<file path="src/rtl/core/rmscm_pkg.sv">
package rmscm_pkg;

  // Defaults for the top-level parameters
  localparam int MAX_SAMPLES_DEF = 1024;
  localparam int SAMPLE_BITS_DEF = 12;

  // Field widths
  localparam int CMD_W  = 2;
  localparam int MUX_W  = 2;
  localparam int GAIN_W = 16;
  localparam int RMS_W  = 17;

  localparam logic [GAIN_W-1:0] GAIN_RESET = GAIN_W'(9900);

  // Datapath widths
  localparam int SUM_W     = 34;               // saturating square sum
  localparam int SHIFT_Q   = 17;               // factor 2 and Q16 scale of the mean square
  localparam int DIV_W     = SUM_W + SHIFT_Q;  // dividend and quotient
  localparam int RT_W      = (DIV_W + 1) / 2;  // Q8 root
  localparam int MP_W      = RT_W + GAIN_W;    // root times gain
  localparam int RMS_SHIFT = 20;
  localparam int P_W       = MP_W - RMS_SHIFT;
  localparam int STEP_W    = $clog2(DIV_W + 1);

  // Commands
  localparam logic [CMD_W-1:0] CMD_REQUEST = 2'd0;
  localparam logic [CMD_W-1:0] CMD_SAMPLE  = 2'd1;
  localparam logic [CMD_W-1:0] CMD_WINDOW  = 2'd2;

  // Result kinds
  localparam logic KIND_SETUP   = 1'b0;
  localparam logic KIND_MEASURE = 1'b1;

  // Reading sequence
  localparam logic [2:0] LAST_INDEX = 3'd4;

endpackage

</file>
<file path="src/rtl/core/rmscm_in_if.sv">
interface rmscm_in_if #(
  parameter int SAMPLE_BITS = rmscm_pkg::SAMPLE_BITS_DEF
) ();
  logic                          valid;
  logic                          ready;
  logic [rmscm_pkg::CMD_W-1:0]   cmd;
  logic [SAMPLE_BITS-1:0]        sample_code;

  modport source (output valid, cmd, sample_code, input ready);
  modport sink   (input valid, cmd, sample_code, output ready);
endinterface

</file>
<file path="src/rtl/core/rmscm_out_if.sv">
interface rmscm_out_if ();
  logic                          valid;
  logic                          ready;
  logic                          kind;
  logic [rmscm_pkg::MUX_W-1:0]   mux_select;
  logic                          adc_channel;
  logic [rmscm_pkg::RMS_W-1:0]   rms_centiamps;
  logic                          overflow;

  modport source (output valid, kind, mux_select, adc_channel, rms_centiamps, overflow,
                  input ready);
  modport sink   (input valid, kind, mux_select, adc_channel, rms_centiamps, overflow,
                  output ready);
endinterface

</file>
<file path="src/rtl/core/rmscm_cfg_if.sv">
interface rmscm_cfg_if ();
  logic                          valid;
  logic                          ready;
  logic [rmscm_pkg::GAIN_W-1:0]  gain_centiamps_fullscale;

  modport source (output valid, gain_centiamps_fullscale, input ready);
  modport sink   (input valid, gain_centiamps_fullscale, output ready);
endinterface

</file>
<file path="src/rtl/core/rms_current_meter_channel_rotation.sv">
// Channel  Dir  Payload                                                  Transaction when
// in_ch    in   cmd, sample_code                                         valid && ready
// out_ch   out  kind, mux_select, adc_channel, rms_centiamps, overflow   valid && ready
// cfg_ch   in   gain_centiamps_fullscale                                 valid && ready
//
// Work per command: a request goes straight to the emit step; a sample runs the bit-serial
//   squarer, then one sum add; a window end runs the bit-serial divider, square root and
//   gain multiplier, one bit or one root digit per cycle; an empty window goes straight to emit.
// One transaction is in work at a time; in_ch.ready is high only when idle.
// The result register frees the input side: a result waiting on out_ch only holds a
//   later request or window end in its final emit cycle. cfg_ch is always ready.
// Reset (rst_n low, synchronous): index 0, select 0, channel 1, sum/count/flag clear,
//   gain 9900.
module rms_current_meter_channel_rotation #(
  parameter int MAX_SAMPLES = rmscm_pkg::MAX_SAMPLES_DEF,
  parameter int SAMPLE_BITS = rmscm_pkg::SAMPLE_BITS_DEF
) (
  input  logic              clk,
  input  logic              rst_n,
  rmscm_in_if.sink          in_ch,
  rmscm_out_if.source       out_ch,
  rmscm_cfg_if.sink         cfg_ch
);
  import rmscm_pkg::*;

  localparam int CNT_W = $clog2(MAX_SAMPLES + 1);
  localparam int SQ_W  = 2 * SAMPLE_BITS;

  // Sequencer codes
  localparam logic [2:0] ST_IDLE = 3'd0;
  localparam logic [2:0] ST_SQR  = 3'd1;  // shift-add square of the sample
  localparam logic [2:0] ST_ADD  = 3'd2;  // saturating add into the sum
  localparam logic [2:0] ST_DIV  = 3'd3;  // restoring divide by the count
  localparam logic [2:0] ST_SQRT = 3'd4;  // digit-by-digit square root
  localparam logic [2:0] ST_MUL  = 3'd5;  // shift-add root times gain
  localparam logic [2:0] ST_EMIT = 3'd6;  // load the result register

  logic [2:0]             state_r, state_nxt;
  logic [STEP_W-1:0]      step_r, step_nxt;

  // Architectural state
  logic [GAIN_W-1:0]      gain_r, gain_nxt;
  logic [2:0]             index_r, index_nxt;
  logic [MUX_W-1:0]       mux_r, mux_nxt;
  logic                   chan_r, chan_nxt;
  logic [SUM_W-1:0]       sum_r, sum_nxt;
  logic [CNT_W-1:0]       count_r, count_nxt;
  logic                   dropped_r, dropped_nxt;

  // Datapath shift registers
  logic [SQ_W-1:0]        sq_mcand_r, sq_mcand_nxt;
  logic [SAMPLE_BITS-1:0] sq_mplier_r, sq_mplier_nxt;
  logic [SQ_W-1:0]        sq_acc_r, sq_acc_nxt;
  logic [DIV_W-1:0]       num_r, num_nxt;
  logic [CNT_W-1:0]       rem_r, rem_nxt;
  logic [2*RT_W-1:0]      rad_r, rad_nxt;
  logic [RT_W+1:0]        srem_r, srem_nxt;
  logic [RT_W-1:0]        root_r, root_nxt;
  logic [MP_W-1:0]        mp_mcand_r, mp_mcand_nxt;
  logic [GAIN_W-1:0]      mp_mplier_r, mp_mplier_nxt;
  logic [MP_W-1:0]        mp_acc_r, mp_acc_nxt;
  logic                   kind_r, kind_nxt;

  // Result register
  logic                   ov_r, ov_nxt;
  logic                   o_kind_r, o_kind_nxt;
  logic [MUX_W-1:0]       o_mux_r, o_mux_nxt;
  logic                   o_chan_r, o_chan_nxt;
  logic [RMS_W-1:0]       o_rms_r, o_rms_nxt;
  logic                   o_ovf_r, o_ovf_nxt;

  // Step logic
  logic [SUM_W:0]         sum_ext;
  logic [CNT_W:0]         div_trial;
  logic [CNT_W:0]         div_diff;
  logic                   div_ge;
  logic [RT_W+3:0]        sq_trial;
  logic [RT_W+3:0]        sq_test;
  logic [RT_W+3:0]        sq_diff;
  logic                   sq_ge;
  logic [P_W-1:0]         prod_hi;
  logic [RMS_W-1:0]       rms_sat;
  logic                   in_fire;
  logic [2:0]             index_inc;

  assign in_fire = in_ch.valid && in_ch.ready;
  assign index_inc = index_r + 3'd1;

  assign sum_ext   = {1'b0, sum_r} + (SUM_W + 1)'(sq_acc_r);
  assign div_trial = {rem_r, num_r[DIV_W-1]};
  assign div_ge    = div_trial >= {1'b0, count_r};
  assign div_diff  = div_trial - {1'b0, count_r};
  assign sq_trial  = {srem_r, rad_r[2*RT_W-1 -: 2]};
  assign sq_test   = {2'b00, root_r, 2'b01};
  assign sq_ge     = sq_trial >= sq_test;
  assign sq_diff   = sq_trial - sq_test;
  assign prod_hi   = mp_acc_r[MP_W-1:RMS_SHIFT];
  assign rms_sat   = (|prod_hi[P_W-1:RMS_W]) ? {RMS_W{1'b1}} : prod_hi[RMS_W-1:0];

  always_comb begin
    state_nxt     = state_r;
    step_nxt      = step_r;
    gain_nxt      = gain_r;
    index_nxt     = index_r;
    mux_nxt       = mux_r;
    chan_nxt      = chan_r;
    sum_nxt       = sum_r;
    count_nxt     = count_r;
    dropped_nxt   = dropped_r;
    sq_mcand_nxt  = sq_mcand_r;
    sq_mplier_nxt = sq_mplier_r;
    sq_acc_nxt    = sq_acc_r;
    num_nxt       = num_r;
    rem_nxt       = rem_r;
    rad_nxt       = rad_r;
    srem_nxt      = srem_r;
    root_nxt      = root_r;
    mp_mcand_nxt  = mp_mcand_r;
    mp_mplier_nxt = mp_mplier_r;
    mp_acc_nxt    = mp_acc_r;
    kind_nxt      = kind_r;
    ov_nxt        = ov_r;
    o_kind_nxt    = o_kind_r;
    o_mux_nxt     = o_mux_r;
    o_chan_nxt    = o_chan_r;
    o_rms_nxt     = o_rms_r;
    o_ovf_nxt     = o_ovf_r;

    if (cfg_ch.valid) begin
      gain_nxt = cfg_ch.gain_centiamps_fullscale;
    end

    if (ov_r && out_ch.ready) begin
      ov_nxt = 1'b0;
    end

    case (state_r)
      ST_IDLE: begin
        if (in_fire) begin
          case (in_ch.cmd)
            CMD_REQUEST: begin
              // steps one to four drive select 0..3 on channel 1; step five wraps
              if (index_inc <= LAST_INDEX) begin
                index_nxt = index_inc;
                mux_nxt   = MUX_W'(index_r);
                chan_nxt  = 1'b1;
              end else begin
                index_nxt = 3'd0;
                chan_nxt  = 1'b0;
              end
              sum_nxt     = '0;
              count_nxt   = '0;
              dropped_nxt = 1'b0;
              mp_acc_nxt  = '0;
              kind_nxt    = KIND_SETUP;
              state_nxt   = ST_EMIT;
            end
            CMD_SAMPLE: begin
              if (count_r >= CNT_W'(MAX_SAMPLES)) begin
                dropped_nxt = 1'b1;
              end else begin
                count_nxt     = count_r + CNT_W'(1);
                sq_mcand_nxt  = SQ_W'(in_ch.sample_code);
                sq_mplier_nxt = in_ch.sample_code;
                sq_acc_nxt    = '0;
                step_nxt      = STEP_W'(SAMPLE_BITS - 1);
                state_nxt     = ST_SQR;
              end
            end
            CMD_WINDOW: begin
              kind_nxt = KIND_MEASURE;
              if (count_r == '0) begin
                mp_acc_nxt = '0;
                state_nxt  = ST_EMIT;
              end else begin
                num_nxt   = {sum_r, {SHIFT_Q{1'b0}}};
                rem_nxt   = '0;
                step_nxt  = STEP_W'(DIV_W - 1);
                state_nxt = ST_DIV;
              end
            end
            default: begin
            end
          endcase
        end
      end
      ST_SQR: begin
        if (sq_mplier_r[0]) begin
          sq_acc_nxt = sq_acc_r + sq_mcand_r;
        end
        sq_mcand_nxt  = {sq_mcand_r[SQ_W-2:0], 1'b0};
        sq_mplier_nxt = {1'b0, sq_mplier_r[SAMPLE_BITS-1:1]};
        step_nxt      = step_r - STEP_W'(1);
        if (step_r == '0) begin
          state_nxt = ST_ADD;
        end
      end
      ST_ADD: begin
        sum_nxt   = sum_ext[SUM_W] ? {SUM_W{1'b1}} : sum_ext[SUM_W-1:0];
        state_nxt = ST_IDLE;
      end
      ST_DIV: begin
        // quotient bits shift into the dividend register from the bottom
        rem_nxt  = div_ge ? div_diff[CNT_W-1:0] : div_trial[CNT_W-1:0];
        num_nxt  = {num_r[DIV_W-2:0], div_ge};
        step_nxt = step_r - STEP_W'(1);
        if (step_r == '0) begin
          rad_nxt   = (2*RT_W)'({num_r[DIV_W-2:0], div_ge});
          srem_nxt  = '0;
          root_nxt  = '0;
          step_nxt  = STEP_W'(RT_W - 1);
          state_nxt = ST_SQRT;
        end
      end
      ST_SQRT: begin
        srem_nxt = sq_ge ? sq_diff[RT_W+1:0] : sq_trial[RT_W+1:0];
        root_nxt = {root_r[RT_W-2:0], sq_ge};
        rad_nxt  = {rad_r[2*RT_W-3:0], 2'b00};
        step_nxt = step_r - STEP_W'(1);
        if (step_r == '0) begin
          mp_mcand_nxt  = MP_W'({root_r[RT_W-2:0], sq_ge});
          mp_mplier_nxt = gain_r;
          mp_acc_nxt    = '0;
          step_nxt      = STEP_W'(GAIN_W - 1);
          state_nxt     = ST_MUL;
        end
      end
      ST_MUL: begin
        if (mp_mplier_r[0]) begin
          mp_acc_nxt = mp_acc_r + mp_mcand_r;
        end
        mp_mcand_nxt  = {mp_mcand_r[MP_W-2:0], 1'b0};
        mp_mplier_nxt = {1'b0, mp_mplier_r[GAIN_W-1:1]};
        step_nxt      = step_r - STEP_W'(1);
        if (step_r == '0) begin
          state_nxt = ST_EMIT;
        end
      end
      ST_EMIT: begin
        // wait for the result register to drain
        if (!ov_r || out_ch.ready) begin
          ov_nxt     = 1'b1;
          o_kind_nxt = kind_r;
          o_mux_nxt  = mux_r;
          o_chan_nxt = chan_r;
          o_rms_nxt  = rms_sat;
          o_ovf_nxt  = dropped_r;
          state_nxt  = ST_IDLE;
        end
      end
      default: begin
        state_nxt = ST_IDLE;
      end
    endcase
  end

  always_ff @(posedge clk) begin
    if (!rst_n) begin
      state_r   <= ST_IDLE;
      gain_r    <= GAIN_RESET;
      index_r   <= 3'd0;
      mux_r     <= '0;
      chan_r    <= 1'b1;
      sum_r     <= '0;
      count_r   <= '0;
      dropped_r <= 1'b0;
      ov_r      <= 1'b0;
    end else begin
      state_r   <= state_nxt;
      gain_r    <= gain_nxt;
      index_r   <= index_nxt;
      mux_r     <= mux_nxt;
      chan_r    <= chan_nxt;
      sum_r     <= sum_nxt;
      count_r   <= count_nxt;
      dropped_r <= dropped_nxt;
      ov_r      <= ov_nxt;
    end
  end

  always_ff @(posedge clk) begin
    step_r      <= step_nxt;
    sq_mcand_r  <= sq_mcand_nxt;
    sq_mplier_r <= sq_mplier_nxt;
    sq_acc_r    <= sq_acc_nxt;
    num_r       <= num_nxt;
    rem_r       <= rem_nxt;
    rad_r       <= rad_nxt;
    srem_r      <= srem_nxt;
    root_r      <= root_nxt;
    mp_mcand_r  <= mp_mcand_nxt;
    mp_mplier_r <= mp_mplier_nxt;
    mp_acc_r    <= mp_acc_nxt;
    kind_r      <= kind_nxt;
    o_kind_r    <= o_kind_nxt;
    o_mux_r     <= o_mux_nxt;
    o_chan_r    <= o_chan_nxt;
    o_rms_r     <= o_rms_nxt;
    o_ovf_r     <= o_ovf_nxt;
  end

  assign in_ch.ready          = (state_r == ST_IDLE);
  assign cfg_ch.ready         = 1'b1;
  assign out_ch.valid         = ov_r;
  assign out_ch.kind          = o_kind_r;
  assign out_ch.mux_select    = o_mux_r;
  assign out_ch.adc_channel   = o_chan_r;
  assign out_ch.rms_centiamps = o_rms_r;
  assign out_ch.overflow      = o_ovf_r;

endmodule

</file>
<file path="src/flat_wrapper.sv">
// flat-port wrapper written by rule: the top's interface ports become plain ports
module rms_current_meter_channel_rotation_flat import rmscm_pkg::*;
#(
  parameter int MAX_SAMPLES = rmscm_pkg::MAX_SAMPLES_DEF,
  parameter int SAMPLE_BITS = rmscm_pkg::SAMPLE_BITS_DEF
)
  (clk, rst_n, in_ch_valid, in_ch_cmd, in_ch_sample_code, in_ch_ready, out_ch_valid, out_ch_kind, out_ch_mux_select, out_ch_adc_channel, out_ch_rms_centiamps, out_ch_overflow, out_ch_ready, cfg_ch_valid, cfg_ch_gain_centiamps_fullscale, cfg_ch_ready);
  rmscm_in_if #(.SAMPLE_BITS(SAMPLE_BITS)) in_ch_i ();
  rmscm_out_if out_ch_i ();
  rmscm_cfg_if cfg_ch_i ();
  input  logic clk;
  input  logic rst_n;
  input wire logic [$bits(in_ch_i.valid)-1:0] in_ch_valid;
  input wire logic [$bits(in_ch_i.cmd)-1:0] in_ch_cmd;
  input wire logic [$bits(in_ch_i.sample_code)-1:0] in_ch_sample_code;
  output wire logic [$bits(in_ch_i.ready)-1:0] in_ch_ready;
  output wire logic [$bits(out_ch_i.valid)-1:0] out_ch_valid;
  output wire logic [$bits(out_ch_i.kind)-1:0] out_ch_kind;
  output wire logic [$bits(out_ch_i.mux_select)-1:0] out_ch_mux_select;
  output wire logic [$bits(out_ch_i.adc_channel)-1:0] out_ch_adc_channel;
  output wire logic [$bits(out_ch_i.rms_centiamps)-1:0] out_ch_rms_centiamps;
  output wire logic [$bits(out_ch_i.overflow)-1:0] out_ch_overflow;
  input wire logic [$bits(out_ch_i.ready)-1:0] out_ch_ready;
  input wire logic [$bits(cfg_ch_i.valid)-1:0] cfg_ch_valid;
  input wire logic [$bits(cfg_ch_i.gain_centiamps_fullscale)-1:0] cfg_ch_gain_centiamps_fullscale;
  output wire logic [$bits(cfg_ch_i.ready)-1:0] cfg_ch_ready;
  assign in_ch_i.valid = in_ch_valid;
  assign in_ch_i.cmd = in_ch_cmd;
  assign in_ch_i.sample_code = in_ch_sample_code;
  assign in_ch_ready = in_ch_i.ready;
  assign out_ch_valid = out_ch_i.valid;
  assign out_ch_kind = out_ch_i.kind;
  assign out_ch_mux_select = out_ch_i.mux_select;
  assign out_ch_adc_channel = out_ch_i.adc_channel;
  assign out_ch_rms_centiamps = out_ch_i.rms_centiamps;
  assign out_ch_overflow = out_ch_i.overflow;
  assign out_ch_i.ready = out_ch_ready;
  assign cfg_ch_i.valid = cfg_ch_valid;
  assign cfg_ch_i.gain_centiamps_fullscale = cfg_ch_gain_centiamps_fullscale;
  assign cfg_ch_ready = cfg_ch_i.ready;
  rms_current_meter_channel_rotation #(.MAX_SAMPLES(MAX_SAMPLES), .SAMPLE_BITS(SAMPLE_BITS)) u_core (.clk(clk), .rst_n(rst_n), .in_ch(in_ch_i), .out_ch(out_ch_i), .cfg_ch(cfg_ch_i));
endmodule
</file>
<file path="config.mk">
export PLATFORM = sky130hd
export DESIGN_NAME = rms_current_meter_channel_rotation_flat
export DESIGN_NICKNAME = d
export VERILOG_FILES = /design/src/rtl/core/rmscm_pkg.sv /design/src/rtl/core/rmscm_in_if.sv /design/src/rtl/core/rmscm_out_if.sv /design/src/rtl/core/rmscm_cfg_if.sv /design/src/rtl/core/rms_current_meter_channel_rotation.sv /design/src/flat_wrapper.sv
export SDC_FILE = /design/constraint.sdc
export NUM_CORES = 1
export LEC_CHECK = 0
export BUFFER_PORTS_ARGS = -buffer_cell sky130_fd_sc_hd__buf_4
export CAP_MARGIN = 20
export CORE_MARGIN = 1.5
export CORE_UTILIZATION = 40
export DETAILED_ROUTE_END_ITERATION = 7
export MAX_ROUTING_LAYER = met4
export PLACE_DENSITY = 0.57
export SLEW_MARGIN = 5
export SYNTH_ARGS = -nofsm -noshare
export SYNTH_HDL_FRONTEND = slang
export SYNTH_SLANG_ARGS = --single-unit
</file>
<file path="constraint.sdc">
create_clock -name clk -period 9.8 [get_ports clk]
set_input_delay 0.49 -clock clk [delete_from_list [all_inputs] [get_ports clk]]
set_output_delay 0.49 -clock clk [all_outputs]
set_load 0.05 [all_outputs]
</file>
Yosys cells after proc, flatten, opt, wreduce, memory -nomap -nowiden:

Cells that the tools add are included.

* $lt $le $gt $ge: 4
* add/sub/neg operators: 8
* reductions and logical operators: 34
* equality and inequality tests: 29
* muxes and demuxes: 70

Operators with widths (count)
* $mux W42: 5
* $mux W24: 7
* $pmux W42 S2: 2
* $mux W51: 3
* $pmux W42 S3: 1
* $pmux W52 S2: 1
* $mux W34: 3
* $pmux W51 S2: 1
* $pmux W24 S2: 2
* $pmux W34 S2: 1
* $mux W28: 2
* $pmux W28 S2: 1
* $mux W11: 5
* $mux W52: 1
* $pmux W26 S2: 1
* $pmux W11 S2: 2
* $add A42 B42 Y42: 1
* $mux W12: 3
* $add A34 B24 Y35: 1
* $pmux W16 S2: 1
* $ge A30 B28 Y1: 1
* $mux W6: 5
* $sub A28 B28 Y28: 1
* $mux W3: 9
* other kinds (44): 85

* output and inout bits: 25
* bits in registers: 429

Depth between registers and ports, before layout:

* depth after elaboration: 5
* mapped depth: 15
* depth with buffers taken out: 13

Worst setup path after synthesis:

No wires, ideal clock.

* path type: reg2reg
* from: register u_core.state_r[0]
* to: register u_core.rad_r[0] (enable)
* data arrival time: 8.582 ns
* setup slack: 0.500 ns
* buffers on the path: 2
* setup time: 0.717 ns
* stages on the path, launching flop included: 6
* required time: 9.083 ns
* cells stage by stage: dfxtp_1 -> clkbuf_1 -> nor2b_1 -> clkbuf_1 -> nand2_1 -> o21ai_0

* word-level cells in the longest chain between the ends: 3
* elaborated cells on any way between the ends: 5

RTL lines
* from (decl): line rms_current_meter_channel_rotation.sv:38 `logic [2:0] state_r, state_nxt;`
* from (signal assigned): line rms_current_meter_channel_rotation.sv:269 `state_r <= state_nxt;`
* $eq A3 B2 Y1 / $eq A3 B3 Y1 (equally long branches): line rms_current_meter_channel_rotation.sv:137 `case (state_r)`
* $ne A2 B1 Y1 (no source line) / $reduce_bool A2 Y1 (equally long branches)
* $reduce_and A2 Y1 (no source line) (*)
* to (signal assigned): line rms_current_meter_channel_rotation.sv:288 `rad_r <= rad_nxt;`
* to (decl): line rms_current_meter_channel_rotation.sv:56 `logic [2*RT_W-1:0] rad_r, rad_nxt;`

Mark *: on every way between the ends. The rest lies on a longest branch, timed or not.
A chain may end at the register's enable or synchronous reset.

Final worst setup path:

* from: register u_core.srem_r[0]
* to: register u_core.srem_r[27] (data pin)

* word-level cells in the longest chain between the ends: 3
* elaborated cells on any way between the ends: 4

RTL lines
* from (decl): line rms_current_meter_channel_rotation.sv:57 `logic [RT_W+1:0] srem_r, srem_nxt;`
* from (signal assigned): line rms_current_meter_channel_rotation.sv:289 `srem_r <= srem_nxt;`
* $sub A28 B28 Y28 / $ge A30 B28 Y1 (equally long branches): line rms_current_meter_channel_rotation.sv:96, rms_current_meter_channel_rotation.sv:95
* $mux W28 (*): line rms_current_meter_channel_rotation.sv:216 `srem_nxt = sq_ge ? sq_diff[RT_W+1:0] : sq_trial[RT_W+1:0];`
* $pmux W28 S2 (*): line rms_current_meter_channel_rotation.sv:137

Marked as above.

==> flow_summary.json <==
{
  "io_buffers": 58,
  "syn_area_um2": 23600,
  "clock_skew_ns": 0.0245,
  "rows": 88,
  "peakVddDrop_uv": 142,
  "ys.flop_type": "edfxtp_1",
  "vias": 17000,
  "drc": 0,
  "max_freq_mhz": 218,
  "coreArea_um2": 58000,
  "via_per_inst": 5.26,
  "place_ws_ns": 5.23,
  "flow.area_growth_from_synthesis_pct": 11.7,
  "cts_root_buf": "clkbuf_16",
  "fin_ws_ns": 5.20,
  "ys_seq_elements": 429,
  "nNetsFinal": 2605,
  "reg2reg_setup_slack_ns": 5.20,
  "critical_path.max_stage_delay_ns": 0.87,
  "tightest_slew_ns": 1.09,
  "stdcell_count": 3233,
  "cts_buffers": 48,
  "cts_setup_buffers": 0,
  "die_width_um": 246,
  "ys_warn_count": 0,
  "place_inst": 3142,
  "grt_pass1_vias": 16900,
  "ys_top_cells_by_area": "edfxtp_1 (45%), nand2_1 (8.3%), ha_1 (7.3%), dfxtp_1 (6.1%), a21oi_1 (3.1%)",
  "antenna_found_initial": 0,
  "antenna_cells": 0,
  "p_leak_nw": 10.6,
  "synth_top_area_cell": "edfxtp_1",
  "critPathMaxFanout": 30,
  "grt_usage": 0.171,
  "setup_violations": 0,
  "critPathKind": "reg2reg",
  "synth_fp_nets": 2584,
  "r2r_cells": 11,
  "hold_path.class": "in2reg",
  "r2r_end": "u_core.srem_r[27]",
  "min_period_over_period": 0.469,
  "outcome": "finished, final reports clean",
  "worstPathRequired_ns": 10.22,
  "synth_top_area_share": 0.454,
  "dp_hpwl_um": 34400,
  "clk_latency_ns": 0.59,
  "start_util": 0.407,
  "rsz0062_at_grt": "false",
  "endpoint": "u_core.srem_r[27]",
  "final_max_slew_viol_count": 0,
  "cts_buffer_depth": 3,
  "cts_tree": "yes",
  "nFillCells": 5420,
  "cp.arrival_ns": 5.01,
  "dieArea_um2": 60500,
  "crit_top_cell": "o211ai_1",
  "fin_setup_tns_ns": 0,
  "critPathLaunchType": "register",
  "placed_area_um2": 24800,
  "timing.hold.ws_ns": 0.110,
  "wl_per_cell_um": 15.5,
  "clock_tree.htree_level_count": 2,
  "drive_gt1_frac": 0.0790,
  "hold_buffers": 0,
  "regToRegStartpoint": "u_core.srem_r[0]",
  "cp-end-kind": "register",
  "syn_area_per_cell_um2": 9.81,
  "cp_cell_sequence": "ha_1, nor2b_1, o31ai_2, a21oi_1, o211ai_1, nand3_1, a311o_1, o21a_1, inv_1, or4_1, o211ai_1",
  "slew_headroom": 0.276,
  "grt_max_degree": 75,
  "cpMaxStageDelayCell": "o21a_1",
  "ant_nets": 0,
  "drt_first_pass_iters": 5,
  "power_density_nw_per_um2": 275,
  "initialDrtViolationCount": 1001,
  "clock-sinks": 429,
  "synth_edf_count": 357,
  "async_reset_ff_frac": 0,
  "min_period_ns": 4.60,
  "crit_start": "u_core.srem_r[0]",
  "finalHoldViolations": 0,
  "io_pins": 60,
  "die_h_um": 246,
  "synth_cell_type_count": 79,
  "grt_pass1_wl_um": 83800,
  "syn_inst": 2408,
  "gr-total-overflow": 0,
  "routed_wl_um": 50000,
  "place_congestion": 0.897,
  "drv_cap": 0,
  "yosysSeqAreaShare": 0.515,
  "design_area_um2": 26400,
  "path_clk_slew_ns": 0.06,
  "post_cts_resize_count": 0
}
-- metrics by stage --
step,util,power [mW]
finish,0.455,7.25
global route,0.455,7.76
CTS,0.454,7.30
detailed placement,0.427,5.47
global placement,0.427,5.42
floorplan,-,4.90
-- registers in the layout, summed over array words and instances (netlist names), 6 cells and up --
register and flops:
u_core.sq_mcand_r 24, u_core.gain_r 16, u_core.out_ch.rms_centiamps 17, u_core.rad_r 52
u_core.count_r 11, u_core.sum_r 34, u_core.sq_mplier_r 12, u_core.root_r 26
u_core.srem_r 28, u_core.rem_r 11, u_core.num_r 51, u_core.step_r 6
u_core.sq_acc_r 24, u_core.mp_mplier_r 16, u_core.mp_mcand_r 42, u_core.mp_acc_r 42
-- worst min-delay path by stage --
| stage | cells past startpoint | slack [ns] | to | start |
|---|---|---|---|---|
| floorplan | 0 | 0.40 | u_core.out_ch.kind | u_core.kind_r |
| global placement | 0 | 0.41 | u_core.out_ch.kind | u_core.kind_r |
| detailed placement | 0 | 0.42 | u_core.out_ch.kind | u_core.kind_r |
| CTS | 3 | 0.08 | u_core.gain_r[13] | cfg_ch_gain_centiamps_fullscale[13] |
| global route | 3 | 0.1 | u_core.gain_r[2] | cfg_ch_gain_centiamps_fullscale[2] |
| finish | 3 | 0.11 | u_core.gain_r[7] | cfg_ch_gain_centiamps_fullscale[7] |
-- critical path, delay by kind of cell, from the launching register on --
family                   cells  cell delay, ns
buffers and inverters        1            0.80
AO/OA/AOI/OAI                6            1.77
adder cells (fa/ha/maj)      1            0.40
AND/OR/NAND/NOR              3            1.06
flip-flops                   1            0.40
-- synth_stat cells, drive strengths merged (47+ instances only) --
cell type  count
a21o          58
a21oi        149
and3          47
clkbuf        91
dfxtp         72
edfxtp       357
ha           137
inv           91
nand2        524
nor2         172
o21ai        141
xnor2         60
-- cell families (layout without fill, tap and decap cells) --
kind of cell	after synthesis	count (layout)	synth area share
xor+xnor	105	105	0.0389
other cells	1	1	0.000159
fa+ha+maj	141	141	0.0760
flops	429	429	0.515
mux	26	26	0.0110
compound gates	511	511	0.137
simple gates	994	994	0.188
buf+inv	201	261	0.0339
-- layout by cell type (no fill, tap or decap), types with 11 or more instances in the layout --
master     synthesis  final
a21boi_0          21     21
a21o_1            58     58
a21oi_1          144    144
a31oi_1           24     24
and2_1            30     28
and3_1            47     47
buf_4              4     78
clkbuf_16          0     49
dfxtp_1           72     72
edfxtp_1         357    357
ha_1             137    137
inv_1             91     91
mux2i_1           26     26
nand2_1          524    522
nand2b_1          21     21
nand3_1           35     35
nand4_1           20     20
nor2_1           172    169
nor2b_1           36     36
nor3_1            35     34
nor4_1            11     11
o21a_1            18     18
o21ai_0          114    112
o21ai_1           26     26
o21bai_1          14     14
or2_2             11     11
or3_1             27     27
xnor2_1           60     60
xor2_1            45     45
-- power breakdown --
group	leakage (nW)	total [mW]	internal, mW	switching (mW)
sequential	3.90	2.70	2.51	0.189
clock	0.768	1.79	1.04	0.752
combinational	5.93	2.75	1.03	1.73
-- per-layer routing --
| metal | GRT usage | vias up | wire, um |
|---|---|---|---|
| met4 | 0.0514 | 0 | 1200 |
| met5 | - | - | 0 |
| li1 | - | 8594 | - |
| met3 | 0.0216 | 76 | 1650 |
| met2 | 0.286 | 267 | 23900 |
| met1 | 0.217 | 8053 | 23200 |
-- cell type report --
cell class              instances  area (um2)  area share
well taps                     765         957      0.0363
multi-input cells            1778       10700       0.406
clock buffers                  60        1290      0.0488
clock inverters                29         285      0.0108
flip-flops and latches        429       12200       0.461
inverters                      91         342      0.0129
repair buffers                 81         644      0.0244
(Power assumes the default switching activity.)
